$ cat config.mk
export PLATFORM = sky130hd
export DESIGN_NAME = hid_command_to_report_translator_core_flat
export DESIGN_NICKNAME = d
export VERILOG_FILES = /design/src/rtl/hct_pkg.sv /design/src/rtl/hct_cmd_if.sv /design/src/rtl/hct_rpt_if.sv /design/src/rtl/hid_command_to_report_translator_core.sv /design/src/flat_wrapper.sv
export SDC_FILE = /design/constraint.sdc
export NUM_CORES = 1
export LEC_CHECK = 0
export CORE_MARGIN = 3
export CORE_UTILIZATION = 40
export CTS_CLUSTER_SIZE = 16
export DETAILED_ROUTE_END_ITERATION = 8
export DONT_BUFFER_PORTS = 1
export SKIP_LAST_GASP = 1
export SLEW_MARGIN = 20
export SYNTH_ARGS = -nofsm -noshare
export SYNTH_HDL_FRONTEND = slang
export SYNTH_SLANG_ARGS = --single-unit
$ cat constraint.sdc
create_clock -name clk -period 6.1 [get_ports clk]
set_clock_uncertainty 0.05 [all_clocks]
set_input_delay 0 -clock clk [delete_from_list [all_inputs] [get_ports clk]]
set_output_delay 0 -clock clk [all_outputs]
set_load 0.02 [all_outputs]
$ cat src/rtl/hct_pkg.sv
`timescale 1ns / 1ps
`default_nettype none

package hct_pkg;

	// scale target for absolute moves
	localparam logic [15:0] SCALE_MAX = 16'd32767;

	localparam logic [15:0] WIDTH_RESET  = 16'd1920;
	localparam logic [15:0] HEIGHT_RESET = 16'd1080;

	// configuration register indexes
	localparam logic CFG_WIDTH  = 1'b0;
	localparam logic CFG_HEIGHT = 1'b1;

	// report kinds
	localparam logic [1:0] KIND_BTN  = 2'd0;
	localparam logic [1:0] KIND_MOVE = 2'd1;
	localparam logic [1:0] KIND_KEY  = 2'd2;

	// command actions
	localparam logic [3:0] ACT_KEY_DOWN   = 4'd0;
	localparam logic [3:0] ACT_KEY_UP     = 4'd1;
	localparam logic [3:0] ACT_KEY_CLICK  = 4'd2;
	localparam logic [3:0] ACT_LEFT_DOWN  = 4'd3;
	localparam logic [3:0] ACT_LEFT_UP    = 4'd4;
	localparam logic [3:0] ACT_LEFT_CLICK = 4'd5;
	localparam logic [3:0] ACT_RGT_DOWN   = 4'd6;
	localparam logic [3:0] ACT_RGT_UP     = 4'd7;
	localparam logic [3:0] ACT_RGT_CLICK  = 4'd8;
	localparam logic [3:0] ACT_MOVE       = 4'd9;

	// host modifier key codes
	localparam logic [7:0] VK_SHIFT = 8'd16;
	localparam logic [7:0] VK_CTRL  = 8'd17;
	localparam logic [7:0] VK_ALT   = 8'd18;

	// microprogram addresses
	localparam int PC_W = 4;
	localparam logic [PC_W-1:0] STEP_IDLE      = 4'd0;
	localparam logic [PC_W-1:0] STEP_MOD_SET   = 4'd1;
	localparam logic [PC_W-1:0] STEP_MOD_CLR   = 4'd2;
	localparam logic [PC_W-1:0] STEP_KEY_UP    = 4'd3;
	localparam logic [PC_W-1:0] STEP_KEY_DOWN  = 4'd4;
	localparam logic [PC_W-1:0] STEP_KEY_CLK_A = 4'd5;
	localparam logic [PC_W-1:0] STEP_KEY_CLK_B = 4'd6;
	localparam logic [PC_W-1:0] STEP_BTN_DOWN  = 4'd7;
	localparam logic [PC_W-1:0] STEP_BTN_UP    = 4'd8;
	localparam logic [PC_W-1:0] STEP_BTN_CLK_A = 4'd9;
	localparam logic [PC_W-1:0] STEP_BTN_CLK_B = 4'd10;
	localparam logic [PC_W-1:0] STEP_MUL       = 4'd11;
	localparam logic [PC_W-1:0] STEP_DIV_INIT  = 4'd12;
	localparam logic [PC_W-1:0] STEP_DIV_LOOP  = 4'd13;
	localparam logic [PC_W-1:0] STEP_MOVE_OUT  = 4'd14;

	typedef enum logic [3:0] {
		OP_NONE,
		OP_MOD_SET,
		OP_MOD_CLR,
		OP_HELD_LOAD,
		OP_HELD_CLR,
		OP_BTN_SET,
		OP_BTN_CLR,
		OP_MUL,
		OP_DIV_INIT,
		OP_DIV_STEP
	} op_t;

	typedef enum logic [1:0] {
		SEQ_WAIT,
		SEQ_NEXT,
		SEQ_LOOP,
		SEQ_END
	} seq_t;

	typedef struct packed {
		op_t        op;
		logic       emit;
		logic [1:0] kind;
		logic       last;
		seq_t       seq;
	} ctrl_word_t;

	function automatic ctrl_word_t cw(input op_t op, input logic emit, input logic [1:0] kind,
		input logic last, input seq_t seq);
		ctrl_word_t w;
		w.op = op;
		w.emit = emit;
		w.kind = kind;
		w.last = last;
		w.seq = seq;
		return w;
	endfunction

	// control store
	function automatic ctrl_word_t ucode(input logic [PC_W-1:0] pc);
		ctrl_word_t w;
		unique case (pc)
			STEP_IDLE:      w = cw(OP_NONE,      1'b0, KIND_BTN,  1'b0, SEQ_WAIT);
			STEP_MOD_SET:   w = cw(OP_MOD_SET,   1'b1, KIND_KEY,  1'b1, SEQ_END);
			STEP_MOD_CLR:   w = cw(OP_MOD_CLR,   1'b1, KIND_KEY,  1'b1, SEQ_END);
			STEP_KEY_UP:    w = cw(OP_HELD_CLR,  1'b1, KIND_KEY,  1'b1, SEQ_END);
			STEP_KEY_DOWN:  w = cw(OP_HELD_LOAD, 1'b1, KIND_KEY,  1'b1, SEQ_END);
			STEP_KEY_CLK_A: w = cw(OP_HELD_LOAD, 1'b1, KIND_KEY,  1'b0, SEQ_NEXT);
			STEP_KEY_CLK_B: w = cw(OP_HELD_CLR,  1'b1, KIND_KEY,  1'b1, SEQ_END);
			STEP_BTN_DOWN:  w = cw(OP_BTN_SET,   1'b1, KIND_BTN,  1'b1, SEQ_END);
			STEP_BTN_UP:    w = cw(OP_BTN_CLR,   1'b1, KIND_BTN,  1'b1, SEQ_END);
			STEP_BTN_CLK_A: w = cw(OP_BTN_SET,   1'b1, KIND_BTN,  1'b0, SEQ_NEXT);
			STEP_BTN_CLK_B: w = cw(OP_BTN_CLR,   1'b1, KIND_BTN,  1'b1, SEQ_END);
			STEP_MUL:       w = cw(OP_MUL,       1'b0, KIND_MOVE, 1'b0, SEQ_NEXT);
			STEP_DIV_INIT:  w = cw(OP_DIV_INIT,  1'b0, KIND_MOVE, 1'b0, SEQ_NEXT);
			STEP_DIV_LOOP:  w = cw(OP_DIV_STEP,  1'b0, KIND_MOVE, 1'b0, SEQ_LOOP);
			STEP_MOVE_OUT:  w = cw(OP_NONE,      1'b1, KIND_MOVE, 1'b1, SEQ_END);
			default:        w = cw(OP_NONE,      1'b0, KIND_BTN,  1'b0, SEQ_END);
		endcase
		return w;
	endfunction

	function automatic logic is_mod_key(input logic [7:0] c);
		return (c == VK_SHIFT) || (c == VK_CTRL) || (c == VK_ALT);
	endfunction

	// entry address per command, idle for commands that do nothing
	function automatic logic [PC_W-1:0] dispatch(input logic [3:0] act, input logic [7:0] c);
		logic [PC_W-1:0] pc;
		unique case (act)
			ACT_KEY_DOWN:   pc = is_mod_key(c) ? STEP_MOD_SET : STEP_KEY_DOWN;
			ACT_KEY_UP:     pc = is_mod_key(c) ? STEP_MOD_CLR : STEP_KEY_UP;
			ACT_KEY_CLICK:  pc = is_mod_key(c) ? STEP_IDLE : STEP_KEY_CLK_A;
			ACT_LEFT_DOWN,
			ACT_RGT_DOWN:   pc = STEP_BTN_DOWN;
			ACT_LEFT_UP,
			ACT_RGT_UP:     pc = STEP_BTN_UP;
			ACT_LEFT_CLICK,
			ACT_RGT_CLICK:  pc = STEP_BTN_CLK_A;
			ACT_MOVE:       pc = STEP_MUL;
			default:        pc = STEP_IDLE;
		endcase
		return pc;
	endfunction

	function automatic logic [2:0] mod_mask(input logic [7:0] c);
		logic [2:0] m;
		priority if (c == VK_CTRL) m = 3'b001;
		else if (c == VK_SHIFT)    m = 3'b010;
		else if (c == VK_ALT)      m = 3'b100;
		else                       m = 3'b000;
		return m;
	endfunction

	// virtual key to hid usage
	function automatic logic [7:0] usage_of(input logic [7:0] c);
		logic [7:0] u;
		priority if (c >= 8'h41 && c <= 8'h5A) u = 8'(8'h04 + (c - 8'h41));
		else if (c >= 8'h31 && c <= 8'h39)     u = 8'(8'h1e + (c - 8'h31));
		else if (c == 8'h30)                   u = 8'h27;
		else if (c >= 8'h70 && c <= 8'h7B)     u = 8'(8'h3a + (c - 8'h70));
		else if (c >= 8'h7C && c <= 8'h87)     u = 8'(8'h68 + (c - 8'h7C));
		else begin
			unique case (c)
				8'd91:   u = 8'h2f;
				8'd92:   u = 8'h31;
				8'd93:   u = 8'h30;
				8'd45:   u = 8'h2d;
				8'd43:   u = 8'h2e;
				8'd44:   u = 8'h36;
				8'd46:   u = 8'h37;
				8'd47:   u = 8'h38;
				8'd13:   u = 8'h28;
				8'd27:   u = 8'h29;
				8'd32:   u = 8'h2c;
				8'd9:    u = 8'h2b;
				default: u = 8'h00;
			endcase
		end
		return u;
	endfunction

endpackage

`default_nettype wire

$ cat src/rtl/hct_cmd_if.sv
`timescale 1ns / 1ps
`default_nettype none

interface hct_cmd_if;
	logic        valid;
	logic        ready;
	logic [3:0]  action;
	logic [7:0]  key_code;
	logic [15:0] pos_x;
	logic [15:0] pos_y;

	modport source (output valid, action, key_code, pos_x, pos_y, input ready);
	modport sink (input valid, action, key_code, pos_x, pos_y, output ready);
endinterface

`default_nettype wire

$ cat src/rtl/hct_rpt_if.sv
`timescale 1ns / 1ps
`default_nettype none

interface hct_rpt_if;
	logic        valid;
	logic        ready;
	logic [1:0]  report_kind;
	logic [1:0]  buttons;
	logic [15:0] abs_x;
	logic [15:0] abs_y;
	logic [2:0]  modifiers;
	logic [7:0]  key_usage;
	logic        last;

	modport source (output valid, report_kind, buttons, abs_x, abs_y, modifiers, key_usage,
		last, input ready);
	modport sink (input valid, report_kind, buttons, abs_x, abs_y, modifiers, key_usage,
		last, output ready);
endinterface

`default_nettype wire

$ cat src/rtl/hid_command_to_report_translator_core.sv
`timescale 1ns / 1ps
`default_nettype none

// channel   dir   word                                   handshake
// cmd       in    action, key_code, pos_x, pos_y          valid/ready
// rpt       out   kind, buttons, abs_x/y, mods, usage     valid/ready
// cfg       in    cfg_index, cfg_data                     cfg_we, no wait
//
// one command at a time, accepted only while the sequencer sits at its idle step
// key and button commands emit one report word, a click two, a click on a modifier key none
// a move runs multiply, divider setup, 16 restoring divider steps, emit
// an emit step stalls while the output register holds a word not yet taken
// reset clears buttons, modifiers, held usage and loads the default screen extent

module hid_command_to_report_translator_core (
	input  wire         clk,
	input  wire         arst_n,
	hct_cmd_if.sink     cmd,
	hct_rpt_if.source   rpt,
	input  wire         cfg_we,
	input  wire         cfg_index,
	input  wire  [15:0] cfg_data
);

	logic [hct_pkg::PC_W-1:0] pc_q;
	hct_pkg::ctrl_word_t      cw;

	logic [15:0] width_q, height_q;
	logic [1:0]  btn_q, btn_d;
	logic [2:0]  mod_q, mod_d;
	logic [7:0]  held_q, held_d;

	logic [3:0]  act_q;
	logic [7:0]  code_q;
	logic [15:0] px_q, py_q;

	logic [31:0] prodx_q, prody_q;
	logic [15:0] remx_q, remy_q, lox_q, loy_q;
	logic        satx_q, saty_q;
	logic [3:0]  cnt_q;

	logic        ov_q;
	logic        go;
	logic        accept;
	logic [15:0] dx, dy;
	logic [16:0] tx, ty;
	logic        gex, gey;
	logic [1:0]  bmask;

	assign cw     = hct_pkg::ucode(pc_q);
	assign accept = cmd.valid && cmd.ready;
	assign cmd.ready = (pc_q == hct_pkg::STEP_IDLE);
	assign go     = !(cw.emit && ov_q && !rpt.ready);

	// zero extent acts as one
	assign dx = (width_q == 16'd0) ? 16'd1 : width_q;
	assign dy = (height_q == 16'd0) ? 16'd1 : height_q;

	assign tx  = {remx_q, lox_q[15]};
	assign ty  = {remy_q, loy_q[15]};
	assign gex = tx >= {1'b0, dx};
	assign gey = ty >= {1'b0, dy};

	assign bmask = (act_q <= hct_pkg::ACT_LEFT_CLICK) ? 2'b01 : 2'b10;

	always_comb begin
		mod_d  = mod_q;
		held_d = held_q;
		btn_d  = btn_q;
		unique case (cw.op)
			hct_pkg::OP_MOD_SET:   mod_d  = mod_q | hct_pkg::mod_mask(code_q);
			hct_pkg::OP_MOD_CLR:   mod_d  = mod_q & ~hct_pkg::mod_mask(code_q);
			hct_pkg::OP_HELD_LOAD: held_d = hct_pkg::usage_of(code_q);
			hct_pkg::OP_HELD_CLR:  held_d = 8'd0;
			hct_pkg::OP_BTN_SET:   btn_d  = btn_q | bmask;
			hct_pkg::OP_BTN_CLR:   btn_d  = btn_q & ~bmask;
			default: ;
		endcase
	end

	always_ff @(posedge clk or negedge arst_n) begin
		if (!arst_n) begin
			width_q  <= hct_pkg::WIDTH_RESET;
			height_q <= hct_pkg::HEIGHT_RESET;
		end else if (cfg_we) begin
			if (cfg_index == hct_pkg::CFG_WIDTH) width_q <= cfg_data;
			if (cfg_index == hct_pkg::CFG_HEIGHT) height_q <= cfg_data;
		end
	end

	// sequencer
	always_ff @(posedge clk or negedge arst_n) begin
		if (!arst_n) begin
			pc_q   <= hct_pkg::STEP_IDLE;
			cnt_q  <= 4'd0;
			btn_q  <= 2'd0;
			mod_q  <= 3'd0;
			held_q <= 8'd0;
			ov_q   <= 1'b0;
		end else begin
			if (go) begin
				btn_q  <= btn_d;
				mod_q  <= mod_d;
				held_q <= held_d;
				unique case (cw.seq)
					hct_pkg::SEQ_WAIT: if (accept) pc_q <= hct_pkg::dispatch(cmd.action, cmd.key_code);
					hct_pkg::SEQ_NEXT: pc_q <= hct_pkg::PC_W'(pc_q + 1'b1);
					hct_pkg::SEQ_LOOP: if (cnt_q == 4'd0) pc_q <= hct_pkg::PC_W'(pc_q + 1'b1);
					hct_pkg::SEQ_END:  pc_q <= hct_pkg::STEP_IDLE;
				endcase
				if (cw.op == hct_pkg::OP_DIV_INIT) cnt_q <= 4'd15;
				else if (cw.op == hct_pkg::OP_DIV_STEP && cnt_q != 4'd0) cnt_q <= cnt_q - 4'd1;
			end
			if (go && cw.emit) ov_q <= 1'b1;
			else if (rpt.ready) ov_q <= 1'b0;
		end
	end

	// command word and move datapath
	always_ff @(posedge clk) begin
		if (accept) begin
			act_q  <= cmd.action;
			code_q <= cmd.key_code;
			px_q   <= cmd.pos_x;
			py_q   <= cmd.pos_y;
		end
		unique case (cw.op)
			hct_pkg::OP_MUL: begin
				prodx_q <= 32'(px_q) * 32'(hct_pkg::SCALE_MAX);
				prody_q <= 32'(py_q) * 32'(hct_pkg::SCALE_MAX);
			end
			hct_pkg::OP_DIV_INIT: begin
				// quotient overflows 16 bits when the top half already reaches the divisor
				satx_q <= prodx_q[31:16] >= dx;
				saty_q <= prody_q[31:16] >= dy;
				remx_q <= prodx_q[31:16];
				remy_q <= prody_q[31:16];
				lox_q  <= prodx_q[15:0];
				loy_q  <= prody_q[15:0];
			end
			hct_pkg::OP_DIV_STEP: begin
				remx_q <= gex ? 16'(tx - {1'b0, dx}) : tx[15:0];
				remy_q <= gey ? 16'(ty - {1'b0, dy}) : ty[15:0];
				lox_q  <= {lox_q[14:0], gex};
				loy_q  <= {loy_q[14:0], gey};
			end
			default: ;
		endcase
	end

	// output register
	always_ff @(posedge clk) begin
		if (go && cw.emit) begin
			rpt.report_kind <= cw.kind;
			rpt.last        <= cw.last;
			rpt.buttons     <= (cw.kind == hct_pkg::KIND_BTN) ? btn_d : 2'd0;
			rpt.modifiers   <= (cw.kind == hct_pkg::KIND_KEY) ? mod_d : 3'd0;
			rpt.key_usage   <= (cw.kind == hct_pkg::KIND_KEY) ? held_d : 8'd0;
			if (cw.kind == hct_pkg::KIND_MOVE) begin
				rpt.abs_x <= satx_q ? 16'hFFFF : lox_q;
				rpt.abs_y <= saty_q ? 16'hFFFF : loy_q;
			end else begin
				rpt.abs_x <= 16'd0;
				rpt.abs_y <= 16'd0;
			end
		end
	end

	assign rpt.valid = ov_q;

	a_btn_fields: assert property (@(posedge clk) disable iff (!arst_n)
		rpt.valid && rpt.report_kind == hct_pkg::KIND_BTN
		|-> rpt.modifiers == 3'd0 && rpt.key_usage == 8'd0 && rpt.abs_x == 16'd0)
		else $error("button report carries foreign fields");

	a_cnt_loop: assert property (@(posedge clk) disable iff (!arst_n)
		cnt_q != 4'd0 |-> pc_q == hct_pkg::STEP_DIV_LOOP)
		else $error("divider count live outside divide loop");

	a_move_entry: assert property (@(posedge clk) disable iff (!arst_n)
		accept && cmd.action == hct_pkg::ACT_MOVE |=> pc_q == hct_pkg::STEP_MUL)
		else $error("move command not dispatched to multiply");

	a_first_half: assert property (@(posedge clk) disable iff (!arst_n)
		rpt.valid && !rpt.last |-> rpt.report_kind != hct_pkg::KIND_MOVE)
		else $error("move report without last");

endmodule

`default_nettype wire

$ cat src/flat_wrapper.sv
// flat-port wrapper written by rule: the top's interface ports become plain ports
module hid_command_to_report_translator_core_flat 
  (clk, arst_n, cfg_we, cfg_index, cfg_data, cmd_valid, cmd_action, cmd_key_code, cmd_pos_x, cmd_pos_y, cmd_ready, rpt_valid, rpt_report_kind, rpt_buttons, rpt_abs_x, rpt_abs_y, rpt_modifiers, rpt_key_usage, rpt_last, rpt_ready);
  hct_cmd_if cmd_i ();
  hct_rpt_if rpt_i ();
  input  wire clk;
  input  wire arst_n;
  input  wire cfg_we;
  input  wire cfg_index;
  input  wire  [15:0] cfg_data;
  input wire logic [$bits(cmd_i.valid)-1:0] cmd_valid;
  input wire logic [$bits(cmd_i.action)-1:0] cmd_action;
  input wire logic [$bits(cmd_i.key_code)-1:0] cmd_key_code;
  input wire logic [$bits(cmd_i.pos_x)-1:0] cmd_pos_x;
  input wire logic [$bits(cmd_i.pos_y)-1:0] cmd_pos_y;
  output wire logic [$bits(cmd_i.ready)-1:0] cmd_ready;
  output wire logic [$bits(rpt_i.valid)-1:0] rpt_valid;
  output wire logic [$bits(rpt_i.report_kind)-1:0] rpt_report_kind;
  output wire logic [$bits(rpt_i.buttons)-1:0] rpt_buttons;
  output wire logic [$bits(rpt_i.abs_x)-1:0] rpt_abs_x;
  output wire logic [$bits(rpt_i.abs_y)-1:0] rpt_abs_y;
  output wire logic [$bits(rpt_i.modifiers)-1:0] rpt_modifiers;
  output wire logic [$bits(rpt_i.key_usage)-1:0] rpt_key_usage;
  output wire logic [$bits(rpt_i.last)-1:0] rpt_last;
  input wire logic [$bits(rpt_i.ready)-1:0] rpt_ready;
  assign cmd_i.valid = cmd_valid;
  assign cmd_i.action = cmd_action;
  assign cmd_i.key_code = cmd_key_code;
  assign cmd_i.pos_x = cmd_pos_x;
  assign cmd_i.pos_y = cmd_pos_y;
  assign cmd_ready = cmd_i.ready;
  assign rpt_valid = rpt_i.valid;
  assign rpt_report_kind = rpt_i.report_kind;
  assign rpt_buttons = rpt_i.buttons;
  assign rpt_abs_x = rpt_i.abs_x;
  assign rpt_abs_y = rpt_i.abs_y;
  assign rpt_modifiers = rpt_i.modifiers;
  assign rpt_key_usage = rpt_i.key_usage;
  assign rpt_last = rpt_i.last;
  assign rpt_i.ready = rpt_ready;
  hid_command_to_report_translator_core u_core (.clk(clk), .arst_n(arst_n), .cmd(cmd_i), .rpt(rpt_i), .cfg_we(cfg_we), .cfg_index(cfg_index), .cfg_data(cfg_data));
endmodule
After elaboration in Yosys (flattened, before gate mapping)
Memory sizes are Yosys's and may differ from the RTL's.
Index checks and enable logic that the tools add are counted.
{"block": "totals", "ff_bits": 274, "romBits": 160, "in_bits": 66, "wordCells": 174, "memories": 1}
{"memory": "(no name shown)", "words": 16, "word_bits": 10, "rd": 1, "rd_clocked_by_memory_dff": 0, "write_ports": 0, "line_no": "hct_pkg.sv:98", "text": "unique case (pc)"}
{"block": "op_classes", "add_sub_neg": 12, "multipliers": 2, "n_lt_le_gt_ge": 13, "eq_ne": 44, "n_mux": 36, "n_bitwise": 8, "reduce_logical": 31}
{"cell": "16-bit one-hot mux with 2 select lines", "n": 4}
{"cell": "16-bit two-way mux", "n": 6}
{"cell": "6-bit one-hot mux with 12 select lines", "n": 1}
{"cell": "16-bit by 15-bit multiplier with 31-bit output (second input constant)", "n": 2}
{"cell": "8-bit by 5-bit equality test with 1-bit output (second input constant)", "n": 7}
{"cell": "8-bit by 6-bit equality test with 1-bit output (second input constant)", "n": 7}
{"cell": "8-bit two-way mux", "n": 5}
{"cell": "17-bit by 16-bit >= comparator with 1-bit output", "n": 2}
{"cell": "4-bit by 3-bit equality test with 1-bit output (second input constant)", "n": 8}
{"cell": "15-bit by 16-bit >= comparator with 1-bit output", "n": 2}
{"cell": "16-bit zero test", "n": 2}
{"cell": "16-bit subtractor", "n": 2}
{"cell": "4-bit one-hot mux with 7 select lines", "n": 1}
{"cell": "8-bit by 7-bit equality test with 1-bit output (second input constant)", "n": 3}
{"cell": "8-bit by 7-bit >= comparator with 1-bit output (second input constant)", "n": 3}
{"cell": "8-bit by 7-bit subtractor with 8-bit output (second input constant)", "n": 3}
{"cell": "3-bit two-way mux", "n": 7}
{"cell": "4-bit by 2-bit equality test with 1-bit output (second input constant)", "n": 4}
{"cell": "4-bit equality test (second input constant)", "n": 4}
{"cell": "8-bit by 4-bit equality test with 1-bit output (second input constant)", "n": 2}
{"cell": "8-bit by 7-bit <= comparator with 1-bit output (second input constant)", "n": 2}
{"cell": "4-bit two-way mux", "n": 4}
{"cell": "4-bit one-hot mux with 4 select lines", "n": 1}
{"cell": "8-bit one-hot mux with 2 select lines", "n": 1}
{"cell": "other kinds (36)", "n": 63}

Logic depth before layout (Yosys ltp)
{"block": "depth", "ltp_word": 8, "depth_mapped": 23, "mapped_depth_nobuf": 23}

Worst setup path after synthesis
No wires, ideal clock.
{"block": "synth_path", "path_type": "register to register", "start": "register u_core.py_q[2]", "end": "register u_core.prody_q[30], data pin", "setup_ps": 260, "arrival_ps": 5682, "t_required_ps": 5790, "path_slack_ps": 108, "stages_incl_launch_ff": 21, "n_path_buf": 0, "cell_sequence": "edfxtp_1 -> fa_1 -> inv_1 -> fa_1 -> inv_1 -> fa_1 -> fa_1 -> fa_1 -> inv_1 -> fa_1 -> inv_1 -> ha_1 -> a21oi_1 -> o21ai_0 -> a221o_1 -> a31o_2 -> a21oi_1 -> a41o_1 -> o221ai_1 -> a21oi_1 -> xnor2_1"}
{"block": "synth_between", "elab_chain_len": 1}
{"element": "start: declaration", "line_no": "hid_command_to_report_translator_core.sv:35", "text": "logic [15:0] px_q, py_q;"}
{"element": "start signal: assignment", "line_no": "hid_command_to_report_translator_core.sv:125", "text": "py_q <= cmd.pos_y;"}
{"element": "16-bit by 15-bit multiplier with 31-bit output", "line_no": "hid_command_to_report_translator_core.sv:130", "text": "prody_q <= 32'(py_q) * 32'(hct_pkg::SCALE_MAX);"}
{"element": "end signal: assignment", "line_no": "hid_command_to_report_translator_core.sv:130"}
{"element": "end: declaration", "line_no": "hid_command_to_report_translator_core.sv:37", "text": "logic [31:0] prodx_q, prody_q;"}
No other way between the ends.
A chain may end at the register's enable or synchronous reset.

Worst setup path in the final report
{"block": "layout_path", "start": "register u_core.py_q[3]", "end": "register u_core.prody_q[30], data pin"}
The elaborated chain is that of the path after synthesis.

==> flow_summary.yaml <==
clocking:
  clk_path_buf_depth: 3
  cts_num_sinks: 273
  clk_root_buffer_cell: "clkbuf_16"
  cts_tree: "done"
  path_clk_slew_ns: 0.05
  clock_latency_ns: 0.55
  numCtsBuffers: 35
  htreeDepth: 2
cells_and_area:
  nets: 3019
  area_growth_pct: 20.5
  layout_commonest_cell: "inv_1"
  final_cell_mix: "330 x inv_1, 247 x ha_1, 219 x nand2_1, 219 x edfxtp_1, 183 x fa_1"
  drive_gt1_frac: 0.146
  stdcell_count: 3269
run:
  maxCapViolCount: 0
setup_path:
  required_ns: 6.34
  rr_worst_depth: 22
  worst_path_dominant_cell_family: "adder cells"
  arrival_ns: 6.24
  r2r-start: "u_core.py_q[3]"
  crit_fanout: 3
  cp_cell_sequence: "buf_6, fa_1, buf_4, inv_2, fa_2, inv_2, fa_2, fa_2, fa_1, inv_1, fa_1, inv_2, ha_4, a21oi_4, o21ai_2, a221o_1, a31o_4, a21oi_4, a41o_1, o221ai_1, a21oi_1, xnor2_1"
  r2r_setup_slack_ns: 0.10
  cp_slowest_stage_delay_ns: 0.56
  endpoint_kind: "register"
  worst-path-buf-inv: 6
  cp-start-kind: "register"
  r2r_end: "u_core.prody_q[30]"
  timing_worst_setup_path_type: "register to register"
  cp_slowest_cell: "fa_1"
routing:
  vias_per_cell: 5.04
  drt_iter0_drc: 927
  num_vias: 16500
  first_pass_iters: 5
  wl_um: 57400
  ant_nets: 0
  wire_per_inst_um: 17.6
  drc: 0
worst_hold_path:
  min-delay-start: "cmd_pos_y[12]"
  min_to: "u_core.py_q[12]"
  whs_path_depth: 1
  min_path_type: "input port to register"
grt:
  grt_max_degree: 95
  antenna_found_initial: 0
  grt_pass1_vias: 17100
  grt_first_pass_wirelength_um: 91800
  overflow: 0
  track_usage: 0.190
synthesis:
  ys_warn_count: 0
  synthesis.nets: 2771
  synth_seq_cells: 273
  syn_inst: 2236
  synthArstFlopShare: 0.198
  synth_cell_types: 79
  netlist_area_um2: 23300
  synth_edf_count: 219
  synth_top_flop_cell: "edfxtp_1"
  syn_area_per_cell_um2: 10.4
  ys_seq_area_frac: 0.341
outcome:
  outcome: "completed"
timing:
  finalWorstSetupSlack_ns: 0.105
  period_needed_ns: 6.00
  setup_viol: 0
  rsz0062_at_grt: "true"
  hold_violations: 0
  max-slew-margin-rel: 0.328
  worst_pin_slew_ns: 1.00
  fmax_ghz: 0.167
  post-route-period-util: 0.983
  slew_violations: 0
place:
  dp_hpwl_um: 44400
  preCtsSetupSlack_ns: -0.194
  io_buffers: 0
  dpl.cell_count: 3059
  gp_congestion: 0.917
die:
  core_um2: 56900
  io_pins: 116
  die_h_um: 247
  die_x_um: 247
  floorplan.initialDensity: 0.409
  dieArea_um2: 61100
  row_count: 87
[synth_stat cells, types with 3 or more instances]
library cell    n  area (µm²)
a211o_1         3        26.3
a211oi_1        8        60.1
a21o_1         48         360
a21oi_1       111         556
a221o_1         7        70.1
a221oi_1        6        52.6
a22oi_1         3        22.5
a311oi_1        3        26.3
a31o_2          3        26.3
a31oi_1        14        87.6
a32oi_1         4        35.0
a41o_1          5        50.1
and2_1         14        87.6
and3_1          9        56.3
buf_2           6        30.0
clkbuf_1       42         158
dfrtp_1        46        1150
dfstp_2         8         210
edfxtp_1      219        6580
fa_1          204        4080
ha_1          265        3320
inv_1         353        1330
mux2_2         21         236
mux2i_1        28         280
nand2_1       222         833
nand2b_1       17         106
nand3_1        30         150
nand4_1         9        56.3
nor2_1        156         586
nor2b_1        21         131
nor3_1         22         110
nor4_1         10        62.6
o211ai_1        5        37.5
o21a_1         17         128
o21ai_0        94         470
o21ai_1        19        95.1
o21bai_1       14         105
o22a_1          3        26.3
o22ai_1         3        18.8
o41ai_1         3        26.3
or2_2           8        50.1
or3_1           4        25.0
xnor2_1        77         674
xor2_1         29         254
[state kept, by name, summed over array words and instances (netlist names), 16 cells and up]
signal,flops
u_core.rpt.abs_x,16
u_core.height_q,16
u_core.px_q,16
u_core.lox_q,16
u_core.py_q,16
u_core.loy_q,16
u_core.prodx_q,31
u_core.rpt.abs_y,16
u_core.remy_q,16
u_core.remx_q,16
u_core.width_q,16
u_core.prody_q,31
[layer usage]
metal | up-vias | wire, µm | track usage
met5 | - | 0 | 0
met4 | 0 | 1500 | 0.0537
met3 | 92 | 2960 | 0.0323
met2 | 363 | 26400 | 0.308
met1 | 7955 | 26600 | 0.264
li1 | 8077 | - | -
[layout make-up]
type                            instances  area [µm²]
Fill cell                            5087       28900
Multi-Input combinational cell       1559       14300
Sequential cell                       273        7940
Timing Repair Buffer                  262        2300
Inverter                              353        1330
Tap cell                              756         946
Clock buffer                           47         941
Clock inverter                         16         236
Antenna cell                            3        7.51
[how the worst max path moves through the flow]
stage / endpoint / cells after the start / slack, ns / start
after floorplan: u_core.prody_q[30] / 20 / 0.11 / u_core.py_q[2]
after CTS: u_core.prody_q[29] / 21 / -0.007 / u_core.py_q[6]
final: u_core.prody_q[30] / 22 / 0.10 / u_core.py_q[3]
after global placement: u_core.prody_q[30] / 20 / -0.06 / u_core.py_q[2]
after global routing: u_core.prody_q[30] / 22 / -0.11 / u_core.py_q[3]
after detailed placement: u_core.prody_q[29] / 20 / -0.19 / u_core.py_q[4]
[worst register-to-register path, cell delays in order, from the launching register on]
cell and delay (ns):
edfxtp_1 0.44, buf_6 0.15, fa_1 0.56, buf_4 0.12, inv_2 0.04, fa_2 0.53, inv_2 0.05, fa_2 0.54
fa_2 0.43, fa_1 0.50, inv_1 0.05, fa_1 0.49, inv_2 0.05, ha_4 0.23, a21oi_4 0.12, o21ai_2 0.07
a221o_1 0.36, a31o_4 0.23, a21oi_4 0.14, a41o_1 0.21, o221ai_1 0.11, a21oi_1 0.19, xnor2_1 0.10
[repair_timing]
action                                  4_1_cts  5_1_grt
hold endpoints to repair                    142        0
hold buffers                                109        0
pin swaps                                    30      100
buffers inserted                             16       21
gates resized for setup                      20      114
endpoints found under the setup margin        6       18
[logic make-up after synthesis]
family,count (synthesis),share of synthesized area
flip-flops,273,0.341
adder cells (fa/ha/maj),469,0.318
buffers and inverters,404,0.0663
AND/OR/NAND/NOR,534,0.102
AO/OA/AOI/OAI,401,0.110
XOR/XNOR,106,0.0399
multiplexers,49,0.0222
[stage by stage]
step	TNS (ns)	hold WS (ns)	utilization	instance area (µm²)
6_report	0	0.0437	0.492	28000
2_1_floorplan	0	-0.346	-	23300
3_5_place_dp	-0.688	-0.344	0.438	24900
4_1_cts	-0.00742	0.000549	0.482	27400
5_1_grt	-0.445	0.0207	0.492	28000
3_3_place_gp	-0.114	-0.344	0.438	24900
Power is not shown: default switching activity piles up to over one toggle a cycle in this logic, so the estimate is an artifact.
